<file path="config.mk">
export PLATFORM = sky130hd
export DESIGN_NAME = poisson_sampler_lcg
export DESIGN_NICKNAME = d
export VERILOG_FILES = /design/src/hdl/psl_pkg.sv /design/src/hdl/psl_front.sv /design/src/hdl/psl_cmdq.sv /design/src/hdl/psl_back.sv /design/src/hdl/poisson_sampler_lcg.sv
export SDC_FILE = /design/constraint.sdc
export NUM_CORES = 2
export LEC_CHECK = 0
export ABC_AREA = 1
export BUFFER_PORTS_ARGS = -buffer_cell sky130_fd_sc_hd__buf_2
export CORE_ASPECT_RATIO = 2
export CORE_MARGIN = 3
export CORE_UTILIZATION = 66
export CTS_CLUSTER_SIZE = 24
export DETAILED_ROUTE_END_ITERATION = 10
export PLACE_DENSITY = 0.84
export SLEW_MARGIN = 20
export SYNTH_ARGS = -nofsm -noshare
export SYNTH_HDL_FRONTEND = slang
export SYNTH_SLANG_ARGS = --single-unit
</file>
<file path="constraint.sdc">
create_clock -name clk -period 11.04 [get_ports clk]
set_input_delay 0 -clock clk [delete_from_list [all_inputs] [get_ports clk]]
set_output_delay 0 -clock clk [all_outputs]
set_load 0.01 [all_outputs]
</file>
<file path="src/hdl/psl_pkg.sv">
`default_nettype none
package psl_pkg;

  localparam int COUNT_WIDTH      = 16;
  localparam int THRESH_FRAC_BITS = 32;
  localparam int THRESH_W         = THRESH_FRAC_BITS + 1;
  localparam int GEN_BITS         = 26;
  localparam int DRAW_W           = 32;
  localparam int REQ_W            = 2;
  localparam int QUEUE_DEPTH      = 2;
  localparam int QPTR_W           = $clog2(QUEUE_DEPTH);
  localparam int QCNT_W           = $clog2(QUEUE_DEPTH + 1);

  localparam logic [GEN_BITS-1:0] SEED_RESET = GEN_BITS'(13421773);

  typedef enum logic [REQ_W-1:0] {
    REQ_UNIFORM = 2'd0,
    REQ_POISSON = 2'd1,
    REQ_RESEED  = 2'd2,
    REQ_UNUSED  = 2'd3
  } req_code_t;

  typedef enum logic [2:0] {
    CMD_UNIFORM,
    CMD_POISSON,
    CMD_RESEED,
    CMD_REJECT,
    CMD_NOP
  } cmd_kind_t;

  typedef struct packed {
    cmd_kind_t                   kind;
    logic [THRESH_FRAC_BITS-1:0] thresh;
  } cmd_t;

  typedef enum logic [1:0] {
    ST_IDLE,
    ST_SEED,
    ST_GEN,
    ST_MUL
  } state_t;

endpackage
`default_nettype wire

</file>
<file path="src/hdl/psl_front.sv">
`default_nettype none
module psl_front (
  input  wire logic                          in_valid,
  output logic                               in_ready,
  input  wire logic [psl_pkg::REQ_W-1:0]     in_req_type,
  input  wire logic [psl_pkg::THRESH_W-1:0]  in_exp_neg_lambda,
  input  wire logic                          q_full,
  output logic                               q_push,
  output psl_pkg::cmd_t                      q_wdata
);
  import psl_pkg::*;

  logic thresh_bad;

  assign in_ready   = !q_full;
  assign q_push     = in_valid && !q_full;
  assign thresh_bad = (in_exp_neg_lambda == '0) || in_exp_neg_lambda[THRESH_FRAC_BITS];

  always_comb begin
    q_wdata.thresh = in_exp_neg_lambda[THRESH_FRAC_BITS-1:0];
    unique case (req_code_t'(in_req_type))
      REQ_UNIFORM: q_wdata.kind = CMD_UNIFORM;
      REQ_POISSON: q_wdata.kind = thresh_bad ? CMD_REJECT : CMD_POISSON;
      REQ_RESEED:  q_wdata.kind = CMD_RESEED;
      default:     q_wdata.kind = CMD_NOP;
    endcase
  end

endmodule
`default_nettype wire

</file>
<file path="src/hdl/psl_cmdq.sv">
`default_nettype none
module psl_cmdq (
  input  wire logic          clk,
  input  wire logic          rst_n,
  input  wire logic          push,
  input  wire psl_pkg::cmd_t wdata,
  output logic               full,
  input  wire logic          pop,
  output logic               not_empty,
  output psl_pkg::cmd_t      rdata
);
  import psl_pkg::*;

  // depth is a power of two, so pointers wrap on their own
  cmd_t              mem_r [QUEUE_DEPTH];
  logic [QPTR_W-1:0] wr_ptr_r, wr_ptr_nxt;
  logic [QPTR_W-1:0] rd_ptr_r, rd_ptr_nxt;
  logic [QCNT_W-1:0] cnt_r, cnt_nxt;

  assign full      = (cnt_r == QCNT_W'(QUEUE_DEPTH));
  assign not_empty = (cnt_r != '0);
  assign rdata     = mem_r[rd_ptr_r];

  always_comb begin
    wr_ptr_nxt = push ? wr_ptr_r + 1'b1 : wr_ptr_r;
    rd_ptr_nxt = pop ? rd_ptr_r + 1'b1 : rd_ptr_r;
    cnt_nxt    = cnt_r;
    if (push && !pop) begin
      cnt_nxt = cnt_r + 1'b1;
    end else if (pop && !push) begin
      cnt_nxt = cnt_r - 1'b1;
    end
  end

  always_ff @(posedge clk) begin
    if (!rst_n) begin
      wr_ptr_r <= '0;
      rd_ptr_r <= '0;
      cnt_r    <= '0;
    end else begin
      wr_ptr_r <= wr_ptr_nxt;
      rd_ptr_r <= rd_ptr_nxt;
      cnt_r    <= cnt_nxt;
    end
  end

  always_ff @(posedge clk) begin
    if (push) begin
      mem_r[wr_ptr_r] <= wdata;
    end
  end

endmodule
`default_nettype wire

</file>
<file path="src/hdl/psl_back.sv">
`default_nettype none
module psl_back (
  input  wire logic                                 clk,
  input  wire logic                                 rst_n,
  input  wire logic                                 cfg_wr_en,
  input  wire logic [psl_pkg::GEN_BITS-1:0]         cfg_wr_data,
  input  wire logic                                 q_not_empty,
  input  wire psl_pkg::cmd_t                        q_rdata,
  output logic                                      q_pop,
  output logic                                      out_valid,
  input  wire logic                                 out_ready,
  output logic [psl_pkg::GEN_BITS-1:0]              out_uniform_value,
  output logic [psl_pkg::COUNT_WIDTH-1:0]           out_poisson_count,
  output logic                                      out_error_flag,
  output logic                                      out_saturated_flag,
  output logic [psl_pkg::DRAW_W-1:0]                out_draws_made
);
  import psl_pkg::*;

  localparam int MULT_W = 12;
  localparam logic [MULT_W-1:0] GEN_MULT = MULT_W'(3125);
  localparam logic [THRESH_W-1:0] ONE = THRESH_W'(1) << THRESH_FRAC_BITS;
  localparam logic [COUNT_WIDTH-1:0] COUNT_MAX = '1;

  function automatic logic [GEN_BITS-1:0] gen_advance(input logic [GEN_BITS-1:0] y);
    logic [GEN_BITS+MULT_W-1:0] m;
    m = y * GEN_MULT;
    return m[GEN_BITS-1:0];
  endfunction

  state_t                  state_r, state_nxt;
  cmd_kind_t               kind_r, kind_nxt;
  logic [GEN_BITS-1:0]     seed_r, seed_nxt;
  logic [GEN_BITS-1:0]     gen_r, gen_nxt;
  logic                    pending_r, pending_nxt;
  logic [THRESH_W-1:0]     prod_r, prod_nxt;
  logic [THRESH_FRAC_BITS-1:0] thresh_r, thresh_nxt;
  logic [COUNT_WIDTH-1:0]  step_r, step_nxt;
  logic [DRAW_W-1:0]       draws_r, draws_nxt;
  logic                    out_valid_r, out_valid_nxt;

  logic [GEN_BITS-1:0]     uval_r, uval_nxt;
  logic [COUNT_WIDTH-1:0]  count_r, count_nxt;
  logic                    err_r, err_nxt;
  logic                    sat_r, sat_nxt;
  logic [DRAW_W-1:0]       dout_r, dout_nxt;
  logic                    out_load;

  logic                    slot_free;
  logic [GEN_BITS-1:0]     gen_adv;
  logic [THRESH_W+GEN_BITS-1:0] mul_full;
  logic [THRESH_W-1:0]     prod_scaled;
  logic                    below;
  logic [COUNT_WIDTH-1:0]  step_inc;
  logic                    step_sat;
  logic                    mul_stop;

  assign slot_free   = !out_valid_r || out_ready;
  assign q_pop       = (state_r == ST_IDLE) && q_not_empty && slot_free;
  assign gen_adv     = gen_advance(gen_r);
  assign mul_full    = prod_r * gen_r;
  assign prod_scaled = mul_full[THRESH_W+GEN_BITS-1:GEN_BITS];
  assign below       = prod_scaled <= {1'b0, thresh_r};
  assign step_inc    = step_r + 1'b1;
  assign step_sat    = (step_inc == COUNT_MAX);
  assign mul_stop    = below || step_sat;

  always_comb begin
    state_nxt = state_r;
    unique case (state_r)
      ST_IDLE: begin
        if (q_pop && (q_rdata.kind == CMD_UNIFORM || q_rdata.kind == CMD_POISSON)) begin
          state_nxt = pending_r ? ST_SEED : ST_GEN;
        end
      end
      ST_SEED: state_nxt = ST_GEN;
      ST_GEN:  state_nxt = (kind_r == CMD_POISSON) ? ST_MUL : ST_IDLE;
      ST_MUL:  state_nxt = mul_stop ? ST_IDLE : ST_GEN;
      default: state_nxt = ST_IDLE;
    endcase
  end

  always_comb begin
    kind_nxt    = kind_r;
    seed_nxt    = cfg_wr_en ? cfg_wr_data : seed_r;
    gen_nxt     = gen_r;
    pending_nxt = pending_r;
    prod_nxt    = prod_r;
    thresh_nxt  = thresh_r;
    step_nxt    = step_r;
    draws_nxt   = draws_r;
    out_load    = 1'b0;
    uval_nxt    = '0;
    count_nxt   = '0;
    err_nxt     = 1'b0;
    sat_nxt     = 1'b0;
    dout_nxt    = draws_r;
    unique case (state_r)
      ST_IDLE: begin
        if (q_pop) begin
          kind_nxt = q_rdata.kind;
          case (q_rdata.kind)
            CMD_POISSON: begin
              prod_nxt   = ONE;
              step_nxt   = '0;
              thresh_nxt = q_rdata.thresh;
            end
            CMD_UNIFORM: ;
            CMD_RESEED: begin
              pending_nxt = 1'b1;
              out_load    = 1'b1;
            end
            CMD_REJECT: begin
              err_nxt  = 1'b1;
              out_load = 1'b1;
            end
            default: out_load = 1'b1;
          endcase
        end
      end
      ST_SEED: begin
        gen_nxt     = gen_advance(seed_r);
        pending_nxt = 1'b0;
      end
      ST_GEN: begin
        gen_nxt   = gen_adv;
        draws_nxt = draws_r + 1'b1;
        if (kind_r == CMD_UNIFORM) begin
          out_load = 1'b1;
          uval_nxt = gen_adv;
          dout_nxt = draws_nxt;
        end
      end
      ST_MUL: begin
        prod_nxt = prod_scaled;
        if (!below) begin
          step_nxt = step_inc;
        end
        if (mul_stop) begin
          out_load  = 1'b1;
          count_nxt = below ? step_r : step_inc;
          sat_nxt   = !below;
        end
      end
      default: ;
    endcase
    out_valid_nxt = out_load ? 1'b1 : (out_ready ? 1'b0 : out_valid_r);
  end

  always_ff @(posedge clk) begin
    if (!rst_n) begin
      state_r     <= ST_IDLE;
      kind_r      <= CMD_NOP;
      seed_r      <= SEED_RESET;
      gen_r       <= '0;
      pending_r   <= 1'b1;
      prod_r      <= '0;
      step_r      <= '0;
      draws_r     <= '0;
      out_valid_r <= 1'b0;
    end else begin
      state_r     <= state_nxt;
      kind_r      <= kind_nxt;
      seed_r      <= seed_nxt;
      gen_r       <= gen_nxt;
      pending_r   <= pending_nxt;
      prod_r      <= prod_nxt;
      step_r      <= step_nxt;
      draws_r     <= draws_nxt;
      out_valid_r <= out_valid_nxt;
    end
  end

  always_ff @(posedge clk) begin
    thresh_r <= thresh_nxt;
    if (out_load) begin
      uval_r  <= uval_nxt;
      count_r <= count_nxt;
      err_r   <= err_nxt;
      sat_r   <= sat_nxt;
      dout_r  <= dout_nxt;
    end
  end

  assign out_valid          = out_valid_r;
  assign out_uniform_value  = uval_r;
  assign out_poisson_count  = count_r;
  assign out_error_flag     = err_r;
  assign out_saturated_flag = sat_r;
  assign out_draws_made     = dout_r;

endmodule
`default_nettype wire

</file>
<file path="src/hdl/poisson_sampler_lcg.sv">
`default_nettype none
// Poisson sampler on a 26-bit multiplicative generator (y <- y*3125 mod 2^26).
// Requests enter a two-word command queue; the back end serves one at a time
// and holds its result in an output register, so new requests are taken while
// a result waits. Reseed, rejected-threshold and unused requests are finished
// in the idle state when popped; a uniform draw adds one generator step; a
// Poisson draw loops over one generator step and one 33x26 product multiply
// per step until the product falls to the threshold or the count saturates.
// The first draw after reset or a reseed adds a seed state to reload the
// generator from the seed register.
module poisson_sampler_lcg (
  input  wire logic                              clk,
  input  wire logic                              rst_n,
  input  wire logic                              cfg_wr_en,
  input  wire logic [psl_pkg::GEN_BITS-1:0]      cfg_wr_data,
  input  wire logic                              in_valid,
  output logic                                   in_ready,
  input  wire logic [psl_pkg::REQ_W-1:0]         in_req_type,
  input  wire logic [psl_pkg::THRESH_W-1:0]      in_exp_neg_lambda,
  output logic                                   out_valid,
  input  wire logic                              out_ready,
  output logic [psl_pkg::GEN_BITS-1:0]           out_uniform_value,
  output logic [psl_pkg::COUNT_WIDTH-1:0]        out_poisson_count,
  output logic                                   out_error_flag,
  output logic                                   out_saturated_flag,
  output logic [psl_pkg::DRAW_W-1:0]             out_draws_made
);
  import psl_pkg::*;

  logic q_full;
  logic q_push;
  cmd_t q_wdata;
  logic q_pop;
  logic q_not_empty;
  cmd_t q_rdata;

  psl_front u_front (
    .in_valid          (in_valid),
    .in_ready          (in_ready),
    .in_req_type       (in_req_type),
    .in_exp_neg_lambda (in_exp_neg_lambda),
    .q_full            (q_full),
    .q_push            (q_push),
    .q_wdata           (q_wdata)
  );

  psl_cmdq u_cmdq (
    .clk       (clk),
    .rst_n     (rst_n),
    .push      (q_push),
    .wdata     (q_wdata),
    .full      (q_full),
    .pop       (q_pop),
    .not_empty (q_not_empty),
    .rdata     (q_rdata)
  );

  psl_back u_back (
    .clk                (clk),
    .rst_n              (rst_n),
    .cfg_wr_en          (cfg_wr_en),
    .cfg_wr_data        (cfg_wr_data),
    .q_not_empty        (q_not_empty),
    .q_rdata            (q_rdata),
    .q_pop              (q_pop),
    .out_valid          (out_valid),
    .out_ready          (out_ready),
    .out_uniform_value  (out_uniform_value),
    .out_poisson_count  (out_poisson_count),
    .out_error_flag     (out_error_flag),
    .out_saturated_flag (out_saturated_flag),
    .out_draws_made     (out_draws_made)
  );

endmodule
`default_nettype wire
</file>
[After elaboration in Yosys (flattened, before gate mapping)]
Memories as Yosys holds them, arrays and structs flattened. A register that Yosys moved wholly into a read port is not among the register bits.
Index checks and enable logic that the tools add are counted.
Storage, ports and cells
  RAM bits: 70
  ROM bits: 0
  latch bits: 0
  memories: 1
  output and inout port bits: 78
  flip-flop bits (word level): 252
  word-level logic and storage cells: 111
Memories
  u_cmdq.mem_r: words 2, bits a word 35, rd ports 1, clocked after Yosys merged registers in 1, wr ports 1, RTL line psl_cmdq.sv:15  | cmd_t mem_r [QUEUE_DEPTH];
Cells by class
  reduce and logical (&&, ||, !) cells: 33
  bitwise gates (word level): 0
  eq/ne operators: 15
  multipliers: 3
  div/mod/pow operators: 0
  mux-type cells: 34
  add/subtract/negate cells: 6
  shift-type cells: 0
  order comparisons: 1
Operators with widths (count)
  33-bit 2-to-1 mux: 2
  33-bit one-hot mux with 2 select lines: 1
  32-bit 2-to-1 mux: 2
  33-bit by 26-bit multiplier with 59-bit output: 1
  26-bit by 12-bit multiplier with 26-bit output, second input constant: 2
  26-bit one-hot mux with 2 select lines: 1
  16-bit 2-to-1 mux: 3
  33-bit by 32-bit less-or-equal comparator with 1-bit output: 1
  33-bit logical NOT: 1
  32-bit by 1-bit adder with 32-bit output, second input constant: 1
  16-bit one-hot mux with 2 select lines: 1
  16-bit by 1-bit adder with 16-bit output, second input constant: 1
  16-bit == test, second input constant: 1
  2-bit 2-to-1 mux: 7
  1-bit 2-to-1 mux: 13
  2-bit nonzero test: 6
  3-bit one-hot mux with 3 select lines: 1
  3-bit AND reduction: 3
  2-bit == test, second input constant: 4
  2-bit one-hot mux with 4 select lines: 1
  3-bit by 1-bit == test with 1-bit output, second input constant: 2
  3-bit by 2-bit == test with 1-bit output, second input constant: 2
  1-bit logical AND: 6
  3-bit logical NOT: 2
  13 further kinds: 27

[Logic depth before layout (Yosys ltp)]
  word-level depth: 7
  depth in mapped cells: 52
  mapped depth without buffers: 50

[By module]
From an unflattened synthesis, not the netlist that was laid out.
Second synthesis, totals
  cells, all modules: 6131
  area, all modules: 50629.8 sq um
Modules (own cells, without submodules)
  psl_back: area each 47320.4 sq um, times used 1, cells each 5913
  psl_cmdq: area each 2907.8 sq um, times used 1, cells each 144
  psl_front: area each 401.6 sq um, times used 1, cells each 74

[Worst setup path before layout]
Ideal clock, no wire load.
  kind: register -> register
  start point: reg u_back.gen_r[5]
  end point: reg u_back.dout_r[0] (netlist: u_back.out_draws_made[0]) (enable)
  data required time: 10.610 ns
  library setup time: 0.430 ns
  buffers on the path: 2
  slack: 1.593 ns
  arrival: 9.017 ns
  period minus slack after synthesis: 9.447 ns
  stages on the path, launching flop included: 46
  cells stage by stage: dfxtp_1 > clkbuf_1 > clkbuf_1 > nand2_1 > fa_1 > inv_1 > fa_1 > inv_1 > fa_1 > fa_1 > fa_1 > inv_1 > fa_1 > inv_1 > fa_1 > inv_1 > ha_1 > nand2_1 > (+10 left out) > ha_1 > a21oi_1 > o21ai_0 > a21oi_1 > nand2_1 > nand2_1 > nand2_1 > nand2_1 > nand2_1 > nand2_1 > nand2_1 > nand2_1 > nand2_2 > nand2_2 > nand2_4 > nand2_1 > nand2_1 > inv_1
Between the ends
  cells in the longest elaborated chain, start to end: 5
Ends and longest elaborated chain
  start: declaration: RTL line psl_back.sv:34  | logic [GEN_BITS-1:0] gen_r, gen_nxt;
  start signal: assignment: RTL line psl_back.sv:165  | gen_r <= gen_nxt;
  33-bit by 26-bit multiplier with 59-bit output: RTL line psl_back.sv:61  | assign mul_full = prod_r * gen_r;
  33-bit by 32-bit less-or-equal comparator with 1-bit output: RTL line psl_back.sv:63  | assign below = prod_scaled <= {1'b0, thresh_r};
  1-bit logical OR: RTL line psl_back.sv:66  | assign mul_stop = below || step_sat;
  1-bit 2-to-1 mux: RTL line psl_back.sv:139  | if (mul_stop) begin
  1-bit one-hot mux with 3 select lines: RTL line psl_back.sv:98  | unique case (state_r)
  via u_back.out_load: RTL line psl_back.sv:47  | logic out_load;
  end signal: assignment: RTL line psl_back.sv:181  | dout_r <= dout_nxt;
  end: declaration: RTL line psl_back.sv:46  | logic [DRAW_W-1:0] dout_r, dout_nxt;
The timed path passes the listed nets, and every way through them passes these cells.
A chain may end at the register's enable or synchronous reset.

[Final worst setup path]
  start point: reg u_back.gen_r[6]
  end point: reg u_back.dout_r[12] (netlist: u_back.out_draws_made[12]) (enable)
The elaborated chain is that of the path after synthesis.

==> flow_metrics.py <==
metrics = {
    "logic_synthesis": {
        "synthCells": 6031,
        "synth_common_cells": "1711 x inv_1, 1310 x nand2_1, 871 x fa_1, 430 x ha_1, 243 x clkbuf_1",
        "synth_area_leaders": "fa_1 35%, inv_1 13%, ha_1 11%",
        "synth_top_area_share_pct": 34.90,
        "synth_ff_type": "edfxtp_1",
        "async_flop_share_pct": 0,
        "ys_warn_count": 0,
        "synth_nets": 7398,
        "yosysTopAreaCell": "fa_1",
        "syn_area_per_cell_um2": 8.285,
        "synth_area_um2": 49960,
        "synth_most_common_cell": "inv_1",
        "synth_cell_types": 57,
        "synth-edff-count": 178,
        "yosysSeqAreaShare_pct": 16.51,
        "ys_seq_elements": 323,
    },
    "worst_setup_path": {
        "slowest_delay_ps": 950,
        "critPathArrivalTime_ps": 10830,
        "worst_ep_required_time_ps": 11380,
        "crit_family": "adder cells",
        "critPathMostFrequentCell": "nand2_1",
        "cp-start-kind": "register",
        "critPathBufInv": 8,
        "endpoint_kind": "register",
        "crit_path_top_delay_cell": "dfxtp_1",
        "worst-setup-path-type": "register to register",
        "critPathMaxFanout": 31,
    },
    "timing": {
        "whs_ps": 59.36,
        "tightestPinTransition_ps": 1160,
        "min_period_ps": 10490,
        "hold_viol": 0,
        "finalSetupTns_ps": 0,
        "setup_viol": 0,
        "skew_ps": 35.05,
        "rsz0062_at_grt": "false",
        "fin_crit_sh_pct": 94.98,
        "drv_slew": 0,
        "fin_ws_ps": 554.4,
        "slew_headroom_pct": 22.70,
        "timing.fmax_mhz": 95.37,
    },
    "status": {
        "outcome": "completed",
    },
    "cells_and_area": {
        "fill_cells": 5650,
        "fin_cells": 7193,
        "final_nets": 7520,
        "drive_above_1_share_pct": 6.868,
        "syn2layout_area_growth_pct": 7.871,
    },
    "global_route": {
        "antenna_found_initial": 14,
        "overflow": 0,
        "grt_pass1_vias": 46170,
        "grtUsageTotal_pct": 43.80,
        "grt_first_pass_wirelength_um": 258600,
        "grt_max_degree": 90,
    },
    "detailed_routing": {
        "dr.pass1.iters": 5,
        "viasPerCell": 5.790,
        "final_antenna_net_count": 0,
        "drcViolationCount": 0,
        "dr.first_iter.drc_count": 3396,
        "wl_per_cell_um": 23.56,
        "wl_um": 169500,
        "vias": 41640,
    },
    "clock_network": {
        "cts_setup_buffers": 0,
        "cts_tree": "done",
        "clockBufferDepth": 3,
        "clock-sinks": 323,
        "clk_pin_slew_ps": 80,
        "clk_latency_ps": 630,
        "cts_root_buf": "clkbuf_16",
        "cts-htree-levels": 1,
        "cts_made_buffers": 27,
    },
    "placement": {
        "portBuffers": 143,
        "gp_congestion": 1.052,
        "dpl_worst_slack_ps": 779.0,
        "hpwl_um": 131200,
        "dpl.cell_count": 7039,
    },
    "die": {
        "ios": 144,
        "die_x_um": 200.6,
        "fp.dieArea_um2": 79240,
        "initial_core_util_pct": 66.64,
        "die_h_um": 395.1,
        "core_um2": 74980,
        "rows": 142,
    },
    "hold_path": {
        "hold_path_class": "primary input to register",
    },
    "pwr": {
        "ir_drop_v": 0.0002626,
        "leakagePower_nw": 29.31,
        "p_total_w": 0.008819,
        "power.density_nw_per_um2": 163.6,
    },
    "job": {
        "cap_viol_max_count": 0,
    },
}
[cell families after synthesis]
| kind of cell | share of synthesized area (%) |
|---|---|
| xor+xnor | 2.154 |
| fa+ha+maj | 45.67 |
| simple gates | 13.82 |
| compound gates | 5.995 |
| mux | 0.7813 |
| buf+inv | 15.08 |
| flops | 16.51 |
[power breakdown]
group          leakage (nW)  switching (W)  total, W  internal, W
combinational          26.0        0.00380   0.00575      0.00195
clock                 0.465       0.000514   0.00109     0.000576
sequential             2.86       0.000368   0.00198      0.00161
total                  29.3        0.00468   0.00882      0.00414
[final timing paths]
kind / from / endpoint / slack (ps) / cells after the start
worst max-delay path: u_back.gen_r[6] / u_back.out_draws_made[12] / 550 / 44
worst min-delay path: rst_n / u_back.seed_r[19] / 60 / 3
worst max register to register: u_back.gen_r[6] / u_back.out_draws_made[12] / 550 / 44
worst min register to register: u_back.prod_r[7] / u_back.prod_r[7] / 470 / 2
[cells in the final DEF, fill, tap and decap left out, drive strengths merged, types with 8 or more instances in the layout]
| cell type | instances |
|---|---|
| nand2 | 1315 |
| o21a | 14 |
| fa | 871 |
| nor4 | 16 |
| clkbuf | 35 |
| o21ai | 181 |
| a31oi | 16 |
| a21o | 8 |
| clkinv | 10 |
| o211ai | 45 |
| ha | 430 |
| nor2 | 243 |
| xor2 | 80 |
| dlygate4sd3 | 93 |
| nand3 | 81 |
| a21oi | 226 |
| nand4 | 20 |
| buf | 274 |
| xnor2 | 42 |
| nor3 | 35 |
| diode | 11 |
| dfxtp | 145 |
| edfxtp | 178 |
| inv | 1719 |
| mux2 | 32 |
| or2 | 11 |
[timing repair]
item / 4_1_cts / 5_1_grt
setup endpoints to repair: 0 / 60
gates resized for setup: 0 / 2
hold endpoints to repair: 98 / 0
hold buffers: 93 / 0
[registers in the layout, summed over array words and instances, names as in the netlist, named ones only]
signal	count
u_back.gen_r	26
u_back.pending_r	1
u_back.out_uniform_value	26
u_back.out_error_flag	1
u_back.out_saturated_flag	1
u_cmdq.cnt_r	2
u_back.out_valid	1
u_cmdq.mem_r	70
u_back.seed_r	26
u_cmdq.rd_ptr_r	1
u_back.thresh_r	32
u_back.state_r	2
u_back.draws_r	32
u_back.step_r	16
u_back.prod_r	33
u_back.kind_r	3
u_cmdq.wr_ptr_r	1
u_back.out_poisson_count	16
u_back.out_draws_made	32
[metrics by stage]
step	util, %	area, um^2
floorplan	-	49960
global route	71.85	53870
detailed placement	69.32	51970
global placement	69.32	51970
CTS	71.84	53860
finish	71.88	53900
[tightest hold or removal path, delay by kind of cell]
kind          cells  cell delay, ps
simple gates      1             170
buf+inv           2             450
[cell type report]
| class | count | area (um^2) | area share (%) |
|---|---|---|---|
| timing repair buffer | 367 | 2718 | 5.042 |
| multi-input combinational | 3715 | 34220 | 63.50 |
| inverter | 1719 | 6454 | 11.97 |
| tap | 1008 | 1261 | 2.340 |
| clock inverter | 15 | 221.5 | 0.4109 |
| clock buffer | 35 | 735.7 | 1.365 |
| sequential | 323 | 8257 | 15.32 |
| antenna | 11 | 27.53 | 0.05107 |
[layer usage]
metal | share of wire [%] | track usage [%] | vias to the layer above
met5 | 0.059 | 0 | -
met4 | 14 | 47.38 | 10
met3 | 8.4 | 11.27 | 1160
met2 | 50 | 76.12 | 2446
met1 | 27 | 38.77 | 20090
li1 | - | - | 17940
Power figures use the tool's default switching activity.
